--- config.mk ---
export PLATFORM = sky130hd
export DESIGN_NAME = short_descriptor_table_walk_core
export DESIGN_NICKNAME = d
export VERILOG_FILES = /design/src/rtl/sdtw_pkg.sv /design/src/rtl/short_descriptor_table_walk_core.sv
export SDC_FILE = /design/constraint.sdc
export NUM_CORES = 1
export LEC_CHECK = 0
export BUFFER_PORTS_ARGS = -buffer_cell sky130_fd_sc_hd__buf_2
export CORE_ASPECT_RATIO = 0.7
export CORE_MARGIN = 4
export CORE_UTILIZATION = 50
export CTS_CLUSTER_DIAMETER = 80
export DETAILED_ROUTE_END_ITERATION = 10
export PLACE_DENSITY = 0.77
export SYNTH_ARGS = -nofsm -noshare
export SYNTH_HDL_FRONTEND = slang
export SYNTH_SLANG_ARGS = --single-unit
export TNS_END_PERCENT = 5
--- constraint.sdc ---
create_clock -name clk_i -period 11.15 [get_ports clk_i]
set_clock_uncertainty 0.1 [all_clocks]
set_input_delay 1.115 -clock clk_i [delete_from_list [all_inputs] [get_ports clk_i]]
set_output_delay 1.115 -clock clk_i [all_outputs]
set_load 0.1 [all_outputs]
--- src/rtl/sdtw_pkg.sv ---
// Shared types and codes for the short-descriptor table walk core.
package sdtw_pkg;

  // Result kind carried on kind_o.
  typedef enum logic [1:0] {
    KIND_READ  = 2'd0,
    KIND_DONE  = 2'd1,
    KIND_FAULT = 2'd2
  } kind_e;

  // Fault code carried on fault_code_o.
  typedef enum logic [2:0] {
    FC_NONE         = 3'd0,
    FC_SECTION_XLAT = 3'd1,
    FC_PAGE_XLAT    = 3'd2,
    FC_DOMAIN       = 3'd3,
    FC_SECTION_PERM = 3'd4,
    FC_PAGE_PERM    = 3'd5,
    FC_UNSUPPORTED  = 3'd6
  } fault_code_e;

  // Configuration register indexes.
  typedef enum logic [2:0] {
    CFG_MMU_ENABLE      = 3'd0,
    CFG_SPLIT_WIDTH     = 3'd1,
    CFG_TABLE_BASE_ZERO = 3'd2,
    CFG_TABLE_BASE_ONE  = 3'd3,
    CFG_DOMAIN_ACCESS   = 3'd4
  } cfg_index_e;

  // Walk phase, one-hot.
  typedef enum logic [2:0] {
    PH_IDLE = 3'b001,
    PH_L1   = 3'b010,
    PH_L2   = 3'b100
  } phase_e;

endpackage

--- src/rtl/short_descriptor_table_walk_core.sv ---
// Top level of the two-level short-descriptor translation table walk core.
// Two-level 32-bit short-descriptor table walker. Each input transaction is
// either a translation request (mode 0) or a descriptor word returned from
// memory (mode 1); each produces at most one result transaction: a
// descriptor read request, a finished translation, or a fault. The core
// takes one input transaction per clock cycle unless a result stalls on
// out_ready_i; each is captured in an input register, decoded by one level
// of shift, mask and compare logic, and lands in the result register.
// The result register and the input register are separate stages, so a new
// transaction is taken while a finished result waits on out_ready_i.
// A descriptor that arrives with no walk in progress is dropped silently; a
// new request abandons any walk in progress. Configuration writes via
// cfg_we_i take effect on the next clock edge and should only be issued
// while no transaction is in flight.
module short_descriptor_table_walk_core (
  input  logic        clk_i,
  input  logic        rst_ni,
  // configuration write port
  input  logic        cfg_we_i,
  input  logic [2:0]  cfg_index_i,
  input  logic [31:0] cfg_data_i,
  // input channel
  input  logic        in_valid_i,
  output logic        in_ready_o,
  input  logic        mode_i,
  input  logic [31:0] virtual_address_i,
  input  logic        write_access_i,
  input  logic        privileged_i,
  input  logic [31:0] descriptor_i,
  // result channel
  output logic        out_valid_o,
  input  logic        out_ready_i,
  output logic [1:0]  kind_o,
  output logic [31:0] address_o,
  output logic [2:0]  fault_code_o,
  output logic [31:0] fault_address_o
);

  // Configuration registers
  logic        mmu_enable_q;
  logic [2:0]  split_width_q;
  logic [31:0] table_base_zero_q;
  logic [31:0] table_base_one_q;
  logic [31:0] domain_access_q;

  always_ff @(posedge clk_i or negedge rst_ni) begin
    if (!rst_ni) begin
      mmu_enable_q      <= 1'b0;
      split_width_q     <= 3'd0;
      table_base_zero_q <= 32'd0;
      table_base_one_q  <= 32'd0;
      domain_access_q   <= 32'd0;
    end else if (cfg_we_i) begin
      case (sdtw_pkg::cfg_index_e'(cfg_index_i))
        sdtw_pkg::CFG_MMU_ENABLE:      mmu_enable_q      <= cfg_data_i[0];
        sdtw_pkg::CFG_SPLIT_WIDTH:     split_width_q     <= cfg_data_i[2:0];
        sdtw_pkg::CFG_TABLE_BASE_ZERO: table_base_zero_q <= cfg_data_i;
        sdtw_pkg::CFG_TABLE_BASE_ONE:  table_base_one_q  <= cfg_data_i;
        sdtw_pkg::CFG_DOMAIN_ACCESS:   domain_access_q   <= cfg_data_i;
        default: ; // indexes beyond the register list are ignored
      endcase
    end
  end

  // Input register stage
  logic        in_valid_q;
  logic        mode_q;
  logic [31:0] va_q;
  logic        wr_q;
  logic        priv_q;
  logic [31:0] desc_q;
  logic        advance;

  // The input stage drains whenever the result register can take its result.
  assign advance    = in_valid_q && (!out_valid_o || out_ready_i);
  assign in_ready_o = !in_valid_q || advance;

  always_ff @(posedge clk_i or negedge rst_ni) begin
    if (!rst_ni) begin
      in_valid_q <= 1'b0;
    end else if (in_ready_o) begin
      in_valid_q <= in_valid_i;
    end
  end

  always_ff @(posedge clk_i) begin
    if (in_valid_i && in_ready_o) begin
      mode_q <= mode_i;
      va_q   <= virtual_address_i;
      wr_q   <= write_access_i;
      priv_q <= privileged_i;
      desc_q <= descriptor_i;
    end
  end

  // Walk state
  sdtw_pkg::phase_e phase_q, phase_d;
  logic [31:0] pend_addr_q, pend_addr_d;
  logic        pend_wr_q, pend_wr_d;
  logic        pend_priv_q, pend_priv_d;
  logic [31:0] l1_entry_q, l1_entry_d;

  always_ff @(posedge clk_i or negedge rst_ni) begin
    if (!rst_ni) begin
      phase_q     <= sdtw_pkg::PH_IDLE;
      pend_addr_q <= 32'd0;
      pend_wr_q   <= 1'b0;
      pend_priv_q <= 1'b0;
      l1_entry_q  <= 32'd0;
    end else if (advance) begin
      phase_q     <= phase_d;
      pend_addr_q <= pend_addr_d;
      pend_wr_q   <= pend_wr_d;
      pend_priv_q <= pend_priv_d;
      l1_entry_q  <= l1_entry_d;
    end
  end

  // Pick the 2-bit field of the domain access register for a domain.
  function automatic logic [1:0] domain_value(input logic [31:0] dacr,
                                              input logic [3:0]  dom);
    return dacr[{dom, 1'b0} +: 2];
  endfunction

  // True when the access permission bits deny the pending access.
  function automatic logic perm_denied(input logic ap2, input logic [1:0] ap10,
                                       input logic wr, input logic pr);
    logic deny;
    if (ap2) begin
      case (ap10)
        2'b00:   deny = 1'b1;
        2'b01:   deny = wr || !pr;
        default: deny = wr;
      endcase
    end else begin
      case (ap10)
        2'b00:   deny = 1'b1;
        2'b01:   deny = !pr;
        2'b10:   deny = wr && !pr;
        default: deny = 1'b0;
      endcase
    end
    return deny;
  endfunction

  // Level-1 descriptor address from the split width and the two bases.
  logic [31:0] top_mask;
  logic        use_base_zero;
  logic [31:0] l1_base;
  logic [11:0] l1_idx;
  logic [31:0] l1_addr;

  always_comb begin
    top_mask      = ~(32'hffff_ffff >> split_width_q);
    use_base_zero = (va_q & top_mask) == 32'd0;
    if (use_base_zero) begin
      l1_base = table_base_zero_q & (32'hffff_ffff << (5'd14 - {2'b00, split_width_q}));
      l1_idx  = va_q[31:20] & (12'hfff >> split_width_q);
    end else begin
      l1_base = table_base_one_q & 32'hffff_c000;
      l1_idx  = va_q[31:20];
    end
    l1_addr = l1_base | {18'd0, l1_idx, 2'b00};
  end

  // Descriptor decode
  logic [1:0] sec_dv;
  logic [1:0] pg_dv;
  logic       sec_super;

  assign sec_super = desc_q[18];
  assign sec_dv    = domain_value(domain_access_q, sec_super ? 4'd0 : desc_q[8:5]);
  assign pg_dv     = domain_value(domain_access_q, l1_entry_q[8:5]);

  logic                    res_valid;
  sdtw_pkg::kind_e         res_kind;
  logic [31:0]             res_addr;
  sdtw_pkg::fault_code_e   res_fc;
  logic                    res_fault;

  always_comb begin
    phase_d     = phase_q;
    pend_addr_d = pend_addr_q;
    pend_wr_d   = pend_wr_q;
    pend_priv_d = pend_priv_q;
    l1_entry_d  = l1_entry_q;
    res_valid   = 1'b0;
    res_kind    = sdtw_pkg::KIND_DONE;
    res_addr    = 32'd0;
    res_fc      = sdtw_pkg::FC_NONE;
    res_fault   = 1'b0;

    if (!mode_q) begin
      // New request: latch it and abandon any walk in progress.
      pend_addr_d = va_q;
      pend_wr_d   = wr_q;
      pend_priv_d = priv_q;
      res_valid   = 1'b1;
      if (!mmu_enable_q) begin
        phase_d  = sdtw_pkg::PH_IDLE;
        res_kind = sdtw_pkg::KIND_DONE;
        res_addr = va_q;
      end else begin
        phase_d  = sdtw_pkg::PH_L1;
        res_kind = sdtw_pkg::KIND_READ;
        res_addr = l1_addr;
      end
    end else begin
      case (phase_q)
        sdtw_pkg::PH_L1: begin
          res_valid = 1'b1;
          if (desc_q[1:0] == 2'b00 || desc_q[1:0] == 2'b11) begin
            res_fault = 1'b1;
            res_fc    = sdtw_pkg::FC_SECTION_XLAT;
          end else if (desc_q[1:0] == 2'b01) begin
            // Coarse table: fetch the level-2 descriptor.
            l1_entry_d = desc_q;
            phase_d    = sdtw_pkg::PH_L2;
            res_kind   = sdtw_pkg::KIND_READ;
            res_addr   = {desc_q[31:10], pend_addr_q[19:12], 2'b00};
          end else if (sec_dv == 2'd0 || sec_dv == 2'd2) begin
            res_fault = 1'b1;
            res_fc    = sdtw_pkg::FC_DOMAIN;
          end else if (sec_dv == 2'd1 &&
                       perm_denied(desc_q[15], desc_q[11:10], pend_wr_q, pend_priv_q)) begin
            res_fault = 1'b1;
            res_fc    = sdtw_pkg::FC_SECTION_PERM;
          end else if (sec_super) begin
            res_fault = 1'b1;
            res_fc    = sdtw_pkg::FC_UNSUPPORTED;
          end else begin
            phase_d  = sdtw_pkg::PH_IDLE;
            res_kind = sdtw_pkg::KIND_DONE;
            res_addr = {desc_q[31:20], pend_addr_q[19:0]};
          end
        end
        sdtw_pkg::PH_L2: begin
          res_valid = 1'b1;
          if (desc_q[1:0] == 2'b00) begin
            res_fault = 1'b1;
            res_fc    = sdtw_pkg::FC_PAGE_XLAT;
          end else if (pg_dv == 2'd0 || pg_dv == 2'd2) begin
            res_fault = 1'b1;
            res_fc    = sdtw_pkg::FC_DOMAIN;
          end else if (pg_dv == 2'd1 &&
                       perm_denied(desc_q[9], desc_q[5:4], pend_wr_q, pend_priv_q)) begin
            res_fault = 1'b1;
            res_fc    = sdtw_pkg::FC_PAGE_PERM;
          end else if (desc_q[1:0] == 2'b01) begin
            // Large page
            res_fault = 1'b1;
            res_fc    = sdtw_pkg::FC_UNSUPPORTED;
          end else begin
            phase_d  = sdtw_pkg::PH_IDLE;
            res_kind = sdtw_pkg::KIND_DONE;
            res_addr = {desc_q[31:12], pend_addr_q[11:0]};
          end
        end
        default: begin
          // Descriptor with no walk in progress: drop it.
          phase_d = sdtw_pkg::PH_IDLE;
        end
      endcase
      if (res_fault) begin
        phase_d  = sdtw_pkg::PH_IDLE;
        res_kind = sdtw_pkg::KIND_FAULT;
        res_addr = 32'd0;
      end
    end
  end

  // Result register
  logic        out_valid_q;
  logic [1:0]  kind_q;
  logic [31:0] address_q;
  logic [2:0]  fault_code_q;
  logic [31:0] fault_address_q;

  always_ff @(posedge clk_i or negedge rst_ni) begin
    if (!rst_ni) begin
      out_valid_q <= 1'b0;
    end else if (advance) begin
      out_valid_q <= res_valid;
    end else if (out_ready_i) begin
      out_valid_q <= 1'b0;
    end
  end

  always_ff @(posedge clk_i) begin
    if (advance && res_valid) begin
      kind_q          <= res_kind;
      address_q       <= res_addr;
      fault_code_q    <= res_fc;
      fault_address_q <= res_fault ? pend_addr_q : 32'd0;
    end
  end

  assign out_valid_o     = out_valid_q;
  assign kind_o          = kind_q;
  assign address_o       = address_q;
  assign fault_code_o    = fault_code_q;
  assign fault_address_o = fault_address_q;

endmodule

Word-level counts from Yosys, hierarchy flattened
Index checks and enable logic that the tools add are counted.
{ "word_totals": {"regBits": 284, "inputBits": 107, "out_inout_bits": 71, "wordCells": 166} }
{ "op_classes": {"add_sub_neg": 1, "eq_ne": 24, "shifts": 5, "mux": 76, "bitwise_logic": 7, "n_reduce_logical": 32} }
{ "op_table": {"columns": ["op", "n"], "rows": [
  ["$mux W32", 13],
  ["$and A32 B32 Y32", 2],
  ["$pmux W32 S2", 1],
  ["$shiftx A32 B6 Y2", 2],
  ["$mux W3", 20],
  ["$logic_not A32 Y1", 1],
  ["$not A32 Y32", 1],
  ["$or A32 B14 Y32", 1],
  ["$shl A32 B5 Y32 const A", 1],
  ["$shr A32 B3 Y32 const A", 1],
  ["$mux W1", 30],
  ["$ne A4 B4 Y1 const B", 5],
  ["$ne A5 B5 Y1 const B", 3],
  ["$and A12 B12 Y12", 1],
  ["$mux W12", 1],
  ["$pmux W3 S2", 2],
  ["$reduce_and A2 Y1", 6],
  ["$shr A12 B3 Y12 const A", 1],
  ["$eq A2 B1 Y1 const B", 5],
  ["$eq A2 B2 Y1 const B", 5],
  ["$logic_not A2 Y1", 5],
  ["$eq A3 B2 Y1 const B", 3],
  ["$reduce_and A9 Y1", 1],
  ["$eq A3 B3 Y1 const B", 2],
  ["14 further kinds", 32]
]} }

Longest topological paths before layout
{ "logic_depth": {"ltp_word": 18, "mapped_depth": 10, "depth_no_buf": 9} }

Least setup slack after synthesis
No wires, ideal clock.
{ "synth_path": {"path_type": "input -> register", "from": "in out_ready_i", "to": "reg address_q[0] (netlist: address_o[0]) (enable)", "setup_time_ps": 539, "t_arrival_ps": 4795, "required_time_ps": 10511, "slack_ps": 5716, "path_stages": 2, "n_path_buf": 0, "path_cell_list": "o21ai_1 > a31oi_1"} }
{ "synth_between": {"elab_chain_len": 3} }
{ "synth_rtl": {"columns": ["item", "line_no", "text"], "rows": [
  ["from (decl)", "short_descriptor_table_walk_core.sv:32", "input logic out_ready_i,"],
  ["$logic_or A1 B1 Y1", "short_descriptor_table_walk_core.sv:75", "assign advance = in_valid_q && (!out_valid_o || out_ready_i);"],
  ["$logic_and A1 B1 Y1", "short_descriptor_table_walk_core.sv:75", null],
  ["$logic_and A1 B1 Y1", "short_descriptor_table_walk_core.sv:290", "if (advance && res_valid) begin"],
  ["to (signal assigned)", "short_descriptor_table_walk_core.sv:292", "address_q <= res_addr;"],
  ["to (decl)", "short_descriptor_table_walk_core.sv:275", "logic [31:0] address_q;"]
]} }
Every way passes these cells.
A chain may end at the register's enable or synchronous reset.

Worst setup path after layout
{ "layout_path": {"from": "reg desc_q[5]", "to": "reg address_q[12] (netlist: address_o[12]), data pin"} }
{ "layout_between": {"elab_chain_len": 15, "elab_cells_between_ends": 37, "cone_classes": "eq/ne (4); shift (1); mux (27); reduce/logical (5)"} }
{ "layout_rtl": {"columns": ["item", "line_no", "text"], "rows": [
  ["from (decl)", "short_descriptor_table_walk_core.sv:71", "logic [31:0] desc_q;"],
  ["from (signal assigned)", "short_descriptor_table_walk_core.sv:92", "desc_q <= descriptor_i;"],
  ["parallel branches: the longest is 13 deep, another holds $shiftx A32 B6 Y2", null, null],
  ["$mux W32 *", "short_descriptor_table_walk_core.sv:264", "if (res_fault) begin"],
  ["$mux W32 *", "short_descriptor_table_walk_core.sv:193", "if (!mode_q) begin"],
  ["net res_addr[12]", "short_descriptor_table_walk_core.sv:177", "logic [31:0] res_addr;"]
]} }
Mark *: on every way through the listed nets, which the timed path passes. The select of a mux whose other input is x is not followed.

==> metrics <==
CORE AREA 22,000 um2; Req. time, crit path 11.39 ns; R2R Path Start desc_q[5]; Main synth FF type edfxtp_1; CTS tree yes; Worst-Margin Slew 1.11 ns; CP max stage delay 0.66 ns; final setup violation count 0; num rows 45; IO Count 178; Routed Antenna Nets 0; Critical Path Most Common Cell nand2_1; largest net degree at the start of global routing 76; worst skew pair latency 0.53 ns; worst relative slew slack 25.5%; post-detail-place hpwl 20,100 um; max cap viols 0; grt ovf 0; Avg Inst Size Synth 14.5 um2; crit path cell chain o21bai_1, nand2_1, a211oi_1, o32ai_2, a221oi_2, nand2_1, o22ai_1; Critical Path Sink Type flip-flop; hold_buf cts 0; vias in the first global route 7,209; Root Buffer clkbuf_16; Worst Hold Path EP pend_wr_q; RSZ-0062 raised after global routing no; Layout Nets 1,065; Cells after Synth 780; Wirelength per Cell 23.0 um; drt initial violations 658; Worst setup SP type flip-flop; post-route setup TNS 0 ns; Sinks on Clock Net 263; clock-pin slew on the worst setup and hold paths 0.06 ns; Vias 7,357; wirelength, routed 28,700 um; status finished clean; Die X 188 um; Worst path slowest cell edfxtp_1; Critical Path Fanout Max 20; Mapped Area 11,300 um2; Seq/Total Area, Yosys 64.0%; global-route wire length before repair 43,800 um; Post-synth EDFFs 134; antenna violations before repair 2; Max Freq 271 MHz; pins over their slew limit 0; Total Power 2.63 mW; Die Height 134 um; vias per cell 5.89; Pre-Repair DR Iteration Count 5; Netlist cell types 66; R2R Setup Slk 7.46 ns; Ant. Diodes 0; DRC 0; post-CTS setup buffers 0; Worst Hold Depth 1; PwrDens 199 nW/um2; Final Hold Fails 0; VDD IR-drop max 0.000122 V; Tot GR Track Use 22.4%; Yosys reg bits 263; Worst R2R Path Depth 7; crit path DAT 3.93 ns; H-tree depth 1; post_cts resized 0; post-synthesis net count 897; Ys Warns 0; Num CTS Buffers 25; Routability Congestion 0.906; Critical R2R Capture address_o[12]; HP Start wr_q; Die ar. 25,200 um2; Setup CP Type reg2reg; starting density of the core 51.6%; share of post-route cells with drive strength above 1 38.6%; Area Growth Syn to Fin 16.8%; Max Root-Sink Buffers 3; Hold Crit Class reg2reg; count of input and output buffers 175; P_leak 5.38 nW; fraction of registers with async set/reset 49.0%; period utilization 33.1%; minimum clock period 3.69 ns
[state kept, by name (all words and copies together), names as in the netlist, 2 cells and up]
| register | flops |
|---|---|
| desc_q | 30 |
| va_q | 32 |
| fault_address_o | 32 |
| domain_access_q | 32 |
| fault_code_o | 3 |
| split_width_q | 3 |
| phase_q | 3 |
| l1_entry_q | 4 |
| table_base_one_q | 18 |
| table_base_zero_q | 32 |
| pend_addr_q | 32 |
| kind_o | 2 |
| address_o | 32 |
[layer usage]
layer | wire length (um) | vias to the layer above | global-route usage [%]
met1 | 13400 | 3718 | 35.4
met4 | 429 | 4 | 3.63
li1 | - | 3292 | -
met2 | 12400 | 309 | 32.6
met5 | 31 | - | 0
met3 | 2440 | 34 | 4.63
[critical path: cells and delay by family (launching register included)]
family / cells / cell delay, ns
compound gates: 5 / 2.03
flops: 1 / 0.66
simple gates: 2 / 0.71
[worst max-delay path by stage]
stage                start            end  slack [ns]
4_1_cts          desc_q[5]  address_o[12]        7.57
3_5_place_dp     desc_q[5]  address_o[10]        7.62
5_1_grt          desc_q[5]  address_o[12]        7.27
2_1_floorplan  out_ready_i   address_o[0]        5.72
3_3_place_gp     desc_q[5]  address_o[13]        7.66
6_report         desc_q[5]  address_o[12]        7.46
[logic make-up (layout without fill, tap and decap cells)]
logic type / Yosys count / in the layout / synth area share, %
flip-flops: 263 / 263 / 64.0
multiplexers: 158 / 158 / 16.5
AND/OR/NAND/NOR: 148 / 148 / 6.79
AO/OA/AOI/OAI: 145 / 145 / 9.36
buffers and inverters: 56 / 243 / 2.18
adder cells (fa/ha/maj): 10 / 10 / 1.10
[layout by cell type, fill, tap and decap left out, types with 13 or more instances in the layout]
cell type / synthesis / routed
edfxtp_1: 134 / 134
dfrtp_1: 128 / 127
nand2_1: 34 / 34
clkbuf_16: 0 / 25
a22oi_1: 18 / 18
and2_1: 34 / 33
nor2_1: 38 / 37
mux2i_1: 24 / 24
buf_2: 8 / 174
mux2_2: 123 / 123
a211o_1: 22 / 22
o21ai_0: 15 / 15
a21boi_0: 13 / 13
inv_1: 14 / 14
[cell type report]
type                            instances  area, um2
Sequential cell                       263       7250
Clock inverter                         14       70.1
Tap cell                              282        353
Clock buffer                           32        672
Timing Repair Buffer                  183        938
Fill cell                            1749       8730
Inverter                               14       52.6
Multi-Input combinational cell        461       3890
[per-stage QoR]
step                      utilization (%)  hold slack [ns]  area (um2)  worst slack [ns]  std cells
after floorplan                         -            0.342       11300              5.72        780
after global placement               56.9            0.360       12500              7.66       1203
after global routing                 60.2            0.404       13200              7.27       1249
after CTS                            60.2            0.383       13200              7.57       1249
after detailed placement             56.9            0.364       12500              7.62       1203
final                                60.2            0.387       13200              7.46       1249
[synthesized netlist by cell type, types with 2 or more instances]
library cell	number	area, um2
buf_1	3	11.3
nand2_1	34	128
clkbuf_1	26	97.6
a2111oi_0	2	17.5
inv_1	14	52.6
mux2i_1	24	240
buf_2	8	40.0
nor2b_1	7	43.8
nand3_1	4	20.0
ha_1	10	125
o21ai_1	11	55.1
a31oi_1	7	43.8
a211oi_1	3	22.5
nor4bb_1	2	20.0
a21boi_0	13	97.6
a211o_1	22	193
o32ai_1	5	43.8
a22oi_1	18	135
and3_1	2	12.5
and2_1	34	213
nand3b_1	2	15.0
nand2b_1	5	31.3
o22ai_1	8	50.1
o211ai_1	6	45.0
and3b_1	2	17.5
or2_2	3	18.8
a21o_1	3	22.5
edfxtp_1	134	4020
a41oi_1	4	35.0
buf_4	3	22.5
nor3_1	5	25.0
mux2_2	123	1390
buf_6	2	22.5
dfrtp_1	128	3200
o21ai_0	15	75.1
a32oi_1	2	17.5
a21oi_1	10	50.1
nor2_1	38	143
mux4_2	11	248
[where the power goes]
group	internal, mW	switching, mW	leakage [nW]	total, mW
Combinational	0.198	0.361	2.17	0.559
Clock	0.426	0.354	0.368	0.780
Sequential	1.18	0.110	2.84	1.29
(Power assumes the default switching activity.)
